<file path="config.mk">
export PLATFORM = sky130hd
export DESIGN_NAME = bgp_open_message_parser_core
export DESIGN_NICKNAME = d
export VERILOG_FILES = /design/src/rtl/core/bgpopen_pkg.sv /design/src/rtl/core/bgpopen_step.sv /design/src/rtl/core/bgp_open_message_parser_core.sv
export SDC_FILE = /design/constraint.sdc
export NUM_CORES = 1
export LEC_CHECK = 0
export ABC_AREA = 1
export BUFFER_PORTS_ARGS = -buffer_cell sky130_fd_sc_hd__clkbuf_2
export CORE_ASPECT_RATIO = 1.4
export CORE_MARGIN = 4
export CORE_UTILIZATION = 30
export DETAILED_ROUTE_END_ITERATION = 6
export GPL_ROUTABILITY_DRIVEN = 1
export SKIP_CTS_REPAIR_TIMING = 1
export SLEW_MARGIN = 20
export SYNTH_ARGS = -nofsm -noshare
export SYNTH_HDL_FRONTEND = slang
export SYNTH_SLANG_ARGS = --single-unit
</file>
<file path="constraint.sdc">
create_clock -name clk -period 19.75 [get_ports clk]
set_input_delay 1.975 -clock clk [delete_from_list [all_inputs] [get_ports clk]]
set_output_delay 1.975 -clock clk [all_outputs]
set_load 0.01 [all_outputs]
</file>
<file path="src/rtl/core/bgpopen_pkg.sv">
// Types and constants shared by the BGP OPEN message parser.
package bgpopen_pkg;

  localparam logic [1:0] ST_OK     = 2'd0;
  localparam logic [1:0] ST_TRUNC  = 2'd1;
  localparam logic [1:0] ST_BADLEN = 2'd2;
  localparam logic [1:0] ST_CAPLEN = 2'd3;

  localparam logic [8:0]  HDR_BYTES    = 9'd10;
  localparam logic [8:0]  POS_MAX      = 9'd511;
  localparam logic [8:0]  POS_AS_END   = 9'd5;
  localparam logic [8:0]  POS_ID_END   = 9'd9;
  localparam logic [7:0]  PARAM_CAPS   = 8'd2;
  localparam logic [7:0]  CAP_AS4      = 8'd65;
  localparam logic [7:0]  CAP_MP       = 8'd1;
  localparam logic [7:0]  CAP_MP_LEN   = 8'd4;
  localparam logic [7:0]  SAFI_UNICAST = 8'd1;
  localparam logic [15:0] AFI_IPV4     = 16'd1;
  localparam logic [15:0] AFI_IPV6     = 16'd2;

  typedef enum logic [7:0] {
    PH_HEADER = 8'b0000_0001,
    PH_PTYPE  = 8'b0000_0010,
    PH_PLEN   = 8'b0000_0100,
    PH_PSKIP  = 8'b0000_1000,
    PH_CCODE  = 8'b0001_0000,
    PH_CLEN   = 8'b0010_0000,
    PH_CVAL   = 8'b0100_0000,
    PH_DONE   = 8'b1000_0000
  } phase_t;

  typedef struct packed {
    logic [7:0] data_byte;
    logic       last;
  } byte_item_t;

  typedef struct packed {
    logic [1:0]  status;
    logic [7:0]  version;
    logic [15:0] my_as_number;
    logic [15:0] hold_seconds;
    logic [31:0] router_id;
    logic        as4_seen;
    logic [31:0] as4_value;
    logic        mp_ipv4_seen;
    logic        mp_ipv6_seen;
  } result_item_t;

  typedef struct packed {
    logic [8:0]  pos;
    logic [8:0]  area_end;
    phase_t      phase;
    logic [7:0]  param_kind;
    logic [7:0]  param_rem;
    logic [7:0]  cap_code;
    logic [7:0]  cap_rem;
    logic [31:0] value_shift;
    logic [1:0]  error_code;
    logic [39:0] header_fields;
    logic [31:0] router_id;
    logic [31:0] as4;
    logic [2:0]  cap_flags;
  } parse_state_t;

  localparam parse_state_t PARSE_RESET = '{
    pos: 9'd0, area_end: 9'd0, phase: PH_HEADER, param_kind: 8'd0,
    param_rem: 8'd0, cap_code: 8'd0, cap_rem: 8'd0, value_shift: 32'd0,
    error_code: 2'd0, header_fields: 40'd0, router_id: 32'd0, as4: 32'd0,
    cap_flags: 3'd0
  };

endpackage

</file>
<file path="src/rtl/core/bgpopen_step.sv">
// Per-byte next-state and result logic of the OPEN message parser.
module bgpopen_step (
  input  bgpopen_pkg::parse_state_t state,
  input  bgpopen_pkg::byte_item_t   item,
  output bgpopen_pkg::parse_state_t state_next,
  output bgpopen_pkg::result_item_t result
);

  logic [9:0]  pos10;
  logic [9:0]  end10;
  logic [9:0]  end_next10;
  logic [9:0]  area_left;
  logic [7:0]  b;
  logic [7:0]  rem_dec;
  logic [7:0]  cap_dec;
  logic [31:0] vs_new;
  bgpopen_pkg::phase_t param_done_phase;

  assign b          = item.data_byte;
  assign pos10      = {1'b0, state.pos};
  assign end10      = {1'b0, state.area_end};
  assign end_next10 = {1'b0, state_next.area_end};
  assign area_left  = end10 - pos10;
  assign rem_dec    = state.param_rem - 8'd1;
  assign cap_dec    = state.cap_rem - 8'd1;
  assign vs_new     = {state.value_shift[23:0], b};
  assign param_done_phase = (pos10 + 10'd1 >= end10) ? bgpopen_pkg::PH_DONE
                                                     : bgpopen_pkg::PH_PTYPE;

  always_comb begin
    state_next = state;
    state_next.pos = (state.pos == bgpopen_pkg::POS_MAX) ? state.pos : state.pos + 9'd1;
    case (state.phase)
      bgpopen_pkg::PH_HEADER: begin
        if (state.pos < bgpopen_pkg::POS_AS_END) begin
          state_next.header_fields = {state.header_fields[31:0], b};
        end else if (state.pos < bgpopen_pkg::POS_ID_END) begin
          state_next.router_id = {state.router_id[23:0], b};
        end else begin
          state_next.area_end = bgpopen_pkg::HDR_BYTES + {1'b0, b};
          state_next.phase = (b == 8'd0) ? bgpopen_pkg::PH_DONE : bgpopen_pkg::PH_PTYPE;
        end
      end
      bgpopen_pkg::PH_PTYPE: begin
        if (area_left < 10'd2) begin
          state_next.error_code = bgpopen_pkg::ST_TRUNC;
          state_next.phase = bgpopen_pkg::PH_DONE;
        end else begin
          state_next.param_kind = b;
          state_next.phase = bgpopen_pkg::PH_PLEN;
        end
      end
      bgpopen_pkg::PH_PLEN: begin
        if ({2'b00, b} > area_left - 10'd1) begin
          state_next.error_code = bgpopen_pkg::ST_TRUNC;
          state_next.phase = bgpopen_pkg::PH_DONE;
        end else begin
          state_next.param_rem = b;
          if (b == 8'd0) begin
            state_next.phase = param_done_phase;
          end else if (state.param_kind == bgpopen_pkg::PARAM_CAPS) begin
            state_next.phase = bgpopen_pkg::PH_CCODE;
          end else begin
            state_next.phase = bgpopen_pkg::PH_PSKIP;
          end
        end
      end
      bgpopen_pkg::PH_PSKIP: begin
        state_next.param_rem = rem_dec;
        if (rem_dec == 8'd0) begin
          state_next.phase = param_done_phase;
        end
      end
      bgpopen_pkg::PH_CCODE: begin
        if (state.param_rem < 8'd2) begin
          state_next.error_code = bgpopen_pkg::ST_TRUNC;
          state_next.phase = bgpopen_pkg::PH_DONE;
        end else begin
          state_next.cap_code = b;
          state_next.param_rem = rem_dec;
          state_next.phase = bgpopen_pkg::PH_CLEN;
        end
      end
      bgpopen_pkg::PH_CLEN: begin
        state_next.param_rem = rem_dec;
        if (b > rem_dec) begin
          state_next.error_code = bgpopen_pkg::ST_TRUNC;
          state_next.phase = bgpopen_pkg::PH_DONE;
        end else if ((state.cap_code == bgpopen_pkg::CAP_AS4 ||
                      state.cap_code == bgpopen_pkg::CAP_MP) &&
                     b != bgpopen_pkg::CAP_MP_LEN) begin
          state_next.error_code = bgpopen_pkg::ST_CAPLEN;
          state_next.phase = bgpopen_pkg::PH_DONE;
        end else begin
          state_next.cap_rem = b;
          state_next.value_shift = 32'd0;
          if (b != 8'd0) begin
            state_next.phase = bgpopen_pkg::PH_CVAL;
          end else if (rem_dec == 8'd0) begin
            state_next.phase = param_done_phase;
          end else begin
            state_next.phase = bgpopen_pkg::PH_CCODE;
          end
        end
      end
      bgpopen_pkg::PH_CVAL: begin
        state_next.value_shift = vs_new;
        state_next.param_rem = rem_dec;
        state_next.cap_rem = cap_dec;
        if (cap_dec == 8'd0) begin
          if (state.cap_code == bgpopen_pkg::CAP_AS4) begin
            state_next.as4 = vs_new;
            state_next.cap_flags[0] = 1'b1;
          end else if (state.cap_code == bgpopen_pkg::CAP_MP &&
                       vs_new[7:0] == bgpopen_pkg::SAFI_UNICAST) begin
            if (vs_new[31:16] == bgpopen_pkg::AFI_IPV4) begin
              state_next.cap_flags[1] = 1'b1;
            end
            if (vs_new[31:16] == bgpopen_pkg::AFI_IPV6) begin
              state_next.cap_flags[2] = 1'b1;
            end
          end
          state_next.phase = (rem_dec == 8'd0) ? param_done_phase : bgpopen_pkg::PH_CCODE;
        end
      end
      default: begin
      end
    endcase
  end

  // status priority: short message, short parameter area, first TLV error
  always_comb begin
    result = '0;
    if (state.pos < bgpopen_pkg::POS_ID_END) begin
      result.status = bgpopen_pkg::ST_TRUNC;
    end else begin
      result.version      = state_next.header_fields[39:32];
      result.my_as_number = state_next.header_fields[31:16];
      result.hold_seconds = state_next.header_fields[15:0];
      result.router_id    = state_next.router_id;
      if (pos10 + 10'd1 < end_next10) begin
        result.status = bgpopen_pkg::ST_BADLEN;
      end else begin
        result.status       = state_next.error_code;
        result.as4_seen     = state_next.cap_flags[0];
        result.as4_value    = state_next.as4;
        result.mp_ipv4_seen = state_next.cap_flags[1];
        result.mp_ipv6_seen = state_next.cap_flags[2];
      end
    end
  end

endmodule

</file>
<file path="src/rtl/core/bgp_open_message_parser_core.sv">
// Top level of the BGP OPEN message parser: parser state and result register.
// Throughput: one byte per cycle while no result waits, including the byte after a
// last byte if result_ready is high. A last byte's result appears in the next cycle.
// A result waiting in the result register holds off the next byte until it is taken.
// Synchronous reset returns the parser to the header phase and drops result_valid.
module bgp_open_message_parser_core (
  input  logic                      clk,
  input  logic                      rst,
  input  logic                      byte_valid,
  output logic                      byte_ready,
  input  bgpopen_pkg::byte_item_t   byte_item,
  output logic                      result_valid,
  input  logic                      result_ready,
  output bgpopen_pkg::result_item_t result_item
);

  bgpopen_pkg::parse_state_t state;
  bgpopen_pkg::parse_state_t state_next;
  bgpopen_pkg::result_item_t result_next;
  logic                      accept;
  logic                      out_free;

  assign out_free   = !result_valid || result_ready;
  assign byte_ready = out_free;
  assign accept     = byte_valid && byte_ready;

  bgpopen_step u_step (
    .state      (state),
    .item       (byte_item),
    .state_next (state_next),
    .result     (result_next)
  );

  always_ff @(posedge clk) begin
    if (rst) begin
      state <= bgpopen_pkg::PARSE_RESET;
    end else if (accept) begin
      state <= byte_item.last ? bgpopen_pkg::PARSE_RESET : state_next;
    end
  end

  always_ff @(posedge clk) begin
    if (rst) begin
      result_valid <= 1'b0;
    end else if (out_free) begin
      result_valid <= accept && byte_item.last;
    end
  end

  always_ff @(posedge clk) begin
    if (out_free && accept && byte_item.last) begin
      result_item <= result_next;
    end
  end

  a_restart: assert property (@(posedge clk) disable iff (rst)
    accept && byte_item.last |=> state.pos == 9'd0 && state.phase == bgpopen_pkg::PH_HEADER)
    else $error("parser did not restart after last byte");

  a_result_src: assert property (@(posedge clk) disable iff (rst)
    $rose(result_valid) |-> $past(accept && byte_item.last))
    else $error("result without a last byte");

  a_pos_step: assert property (@(posedge clk) disable iff (rst)
    accept && !byte_item.last && state.pos != bgpopen_pkg::POS_MAX
      |=> state.pos == $past(state.pos) + 9'd1)
    else $error("byte position did not advance");

  a_as4_zero: assert property (@(posedge clk) disable iff (rst)
    result_valid && !result_item.as4_seen |-> result_item.as4_value == 32'd0)
    else $error("as4 value without as4 capability");

endmodule
</file>
Word-level counts from Yosys, hierarchy flattened --
Cells that the tools add are included.
Storage, ports and cells: register bits 301, input bits 13, output and inout port bits 111
Cells by class: $add $sub $neg 7, magnitude comparators 8, equal/unequal tests 26, multiplexer cells 47, reductions and logical operators 26
Operators by type and width (count):
- 199-bit 2-to-1 mux | 1
- 8-bit 2-to-1 mux | 16
- 40-bit 2-to-1 mux | 3
- 32-bit 2-to-1 mux | 3
- 40-bit one-hot mux with 2 select lines | 1
- 72-bit 2-to-1 mux | 1
- 35-bit 2-to-1 mux | 2
- 8-bit one-hot mux with 7 select lines | 1
- 17-bit 2-to-1 mux | 2
- 8-bit by 1-bit == test with 1-bit output (second input constant) | 3
- 8-bit zero test | 3
- 8-bit one-hot mux with 3 select lines | 1
- 9-bit 2-to-1 mux | 2
- 3-bit != test (second input constant) | 6
- 16-bit by 1-bit == test with 1-bit output (second input constant) | 1
- 16-bit by 2-bit == test with 1-bit output (second input constant) | 1
- 8-bit by 2-bit == test with 1-bit output (second input constant) | 2
- 8-bit by 7-bit == test with 1-bit output (second input constant) | 2
- 16-bit 2-to-1 mux | 1
- 2-bit 2-to-1 mux | 8
- 8-bit nonzero test | 2
- 8-bit by 1-bit subtractor with 8-bit output (second input constant) | 2
- 9-bit by 1-bit adder with 10-bit output (second input constant) | 1
- 10-bit by 9-bit >= comparator with 1-bit output | 1
- 34 further kinds | 48

Depth between registers and ports, before layout --
depth in word-level cells 9, mapped depth 26

Cells and area by module --
Synthesis repeated with hierarchy kept, for this count alone.
Unflattened totals: cells, all modules 2759, area, all modules 18336.3 µm²
Modules (own cells, without submodules):
- bgp_open_message_parser_core | times used 1, cells an instance 1451, area each 11971.5 µm², seq. area each 7277.0 µm²
- bgpopen_step | times used 1, cells an instance 1308, area each 6364.9 µm², seq. area each 0.0 µm²

Worst setup path after synthesis --
No wires, ideal clock.
kind input -> register, start point in byte_item[0] in the netlist's numbering, end point reg state[118] (netlist name), data arrival time 8.479 ns, path slack 11.154 ns, stages on the path 10, buffers on the path 3, cell sequence clkbuf_1 inv_1 nor2_1 inv_1 nand2_2 inv_1 buf_4 buf_4 a21oi_1 nor2_1
Between the ends: longest elaborated chain between the ends 2, elaborated cells on any way between the ends 5
Ends and longest elaborated chain:
- start: declaration | line bgp_open_message_parser_core.sv:11 | input bgpopen_pkg::byte_item_t byte_item,
- 3-bit != test (no line) / 3-bit nonzero test (equally long branches)
- 4-bit AND reduction (no line)
Parallel ways exist; a longest one is shown, timed or not. A chain may end at the register's enable or synchronous reset.

Worst setup path in the final report --
start point in byte_item[0] in the netlist's numbering, end point reg state[125] (netlist name)
Between the ends: longest elaborated chain between the ends 2, elaborated cells on any way between the ends 5
Ends and longest elaborated chain:
- 3-bit != test (no line) / 3-bit nonzero test (equally long branches)
- 4-bit AND reduction (no line)
Parallel ways exist; a longest one is shown, timed or not.

==> run metrics <==
GP Congestion 0.920; Pleak 6.72 nW; antenna violations before repair 0; fin util 34.7%; top_reg_cell synth dfxtp_1; NumNets Final 2084; Yosys top cell area share 25.8%; Async S/R FF share, synth 0%; pre-CTS setup slack 14.54 ns; CP Data Arrival Time 5.50 ns; Setup Viol. Count Final 0; cell area after layout 0.0170 mm²; most frequent cells after synthesis inv_1, nand2_1, nor2_1, dfxtp_1, o21ai_0; Max Root-Sink Buffers 3; CP Class input pin to register; crit-path max FO 39; vias 12900; total clock sinks 301; synth top area cells dfxtp_1, edfxtp_1, inv_1; largest net degree at the start of global routing 104; Post-DP Area 0.0160 mm²; initial DRC count 838; Comb power frac 13.1%; Peak supply drop 64.9 µV; Fin Hold WS 0.463 ns; Seq/Total Area, Yosys 47.7%; Worst Clk Skew 0.0138 ns; design internal power 1.06 mW; fmax 0.196 GHz; relative slew slack 31.1%; final cell count without fillers 2680; # Max-Cap Violations 0; # IOs 124; CTS Root Cell clkbuf_16; vias in the first global route 12100; vias per inst 4.80; 1st-pass router iterations 5; Critical Path RT 20.14 ns; element type at the critical path start input pin; dpl hpwl 28000 µm; Tot Pwr 1.44 mW; RSZ-0062 raised after global routing no; sw power 0.385 mW; Global Route Usage Sum 14.3%; I/O Buffers 123; sequential share of power 46.5%; syn nets 2012; Die ar. 0.0534 mm²; GR Overflow Total 0; Final Cycle Share 25.9%; final hold violations 0; Synth Warn # 0; Synth Instances 1948; dpl cells 2626; Synth Cell Area 0.0149 mm²; Worst-Margin Slew 1.03 ns; first-pass GRT wire length 63700 µm; Initial Util 30.4%; EDFF count, synth 109; Antenna Nets Post-Route 0; total negative setup slack 0 ns; syn avg cell area 7.66 µm²; H-tree Lvls 1; minimum clock period 5.11 ns; width of the die 196 µm; layout cells sized above 1 9.55%; Hold Crit Class register to register; Layout area overhead 14.1%; Die Height 272 µm; Setup WS post-layout 14.64 ns; cell type with the largest total area after synthesis dfxtp_1; Worst-Skew Late Latency 0.56 ns; clock network power share 40.4%; total CTS buffers 29; CP Capture Type register; Site Rows 96; DRC 0; # fillers 5057; CTS tree yes; status finished, final reports clean; post-synthesis register bit count 301; pwr/cell area 84.6 mW/mm²; max-slew violation count 0; switching fraction of total power 26.7%; Reg clk slew, reported paths 0.07 ns; routed len/inst 14.9 µm; Core ar. 0.0491 mm²; final WL 39900 µm; post-synth cell types 50
==> cell usage in the layout (no fill, tap or decap), drive strengths merged, types with 20 or more instances in the layout <==
master  netlist  routed
o21ai       153     153
nand4        20      20
inv         329     328
dfxtp       192     192
nand3        51      51
o22ai       105     105
xor2         20      20
nand2       330     330
a21oi       114     114
clkbuf       69     158
nor2        304     304
ha           50      50
edfxtp      109     109
==> path summary, 6_finish.rpt <==
path,from,to,slack [ns],cells past startpoint
setup / recovery,byte_item[0],state[125],14.64,8
hold / removal,state[60],state[60],0.46,2
setup reg to reg,state[157],state[125],15.46,18
hold reg to reg,state[60],state[60],0.46,2
==> per-layer routing <==
layer | up-vias | wire length (µm) | global-route usage, %
met5 | - | 0 | 0
met4 | 0 | 1410 | 5.31
met3 | 81 | 2170 | 1.81
met2 | 354 | 19500 | 24.9
met1 | 5957 | 16900 | 18.2
li1 | 6485 | - | -
==> kinds of logic (layout without fill, tap and decap cells) <==
family,Yosys count,in the layout,synth area share (%)
muxes,1,1,0.0671
DFF,301,301,47.7
other,0,1,0
xor gates and xnor gates,22,22,1.29
AOI/OAI and AO/OA,406,406,15.2
adders and majority gates,51,51,4.33
buffers and inverters,422,516,10.9
and+or+nand+nor,745,745,20.5
==> worst max-delay path: stages <==
cell and delay, ns:
clkbuf_2 0.33, inv_1 0.35, nor2_4 0.70, inv_1 0.26, nand2_2 0.43, clkinv_1 0.90, a21oi_1 0.45, a211oi_1 0.07
==> final cells by class <==
| type | instances | area [µm²] | area share, % |
|---|---|---|---|
| inverters | 331 | 1240 | 7.31 |
| multi-input cells | 1225 | 6190 | 36.3 |
| diodes | 1 | 2.50 | 0.0147 |
| clock buffers | 36 | 762 | 4.47 |
| well taps | 637 | 797 | 4.68 |
| clock inverters | 17 | 224 | 1.32 |
| repair buffers | 132 | 693 | 4.07 |
| flip-flops and latches | 301 | 7120 | 41.8 |
==> flip-flops by register name, indices dropped and copies added, names as in the netlist <==
name and cells:
state 191, result_item 109, result_valid 1
==> power groups by stage <==
stage | combinational [mW] | sequential [mW] | clock (mW)
3_5_place_dp | 0.187 | 0.684 | 0
2_1_floorplan | 0.133 | 0.685 | 0
4_1_cts | 0.188 | 0.670 | 0.597
3_3_place_gp | 0.185 | 0.684 | 0
5_1_grt | 0.215 | 0.671 | 0.621
6_report | 0.189 | 0.670 | 0.581
Power figures use the tool's default switching activity.
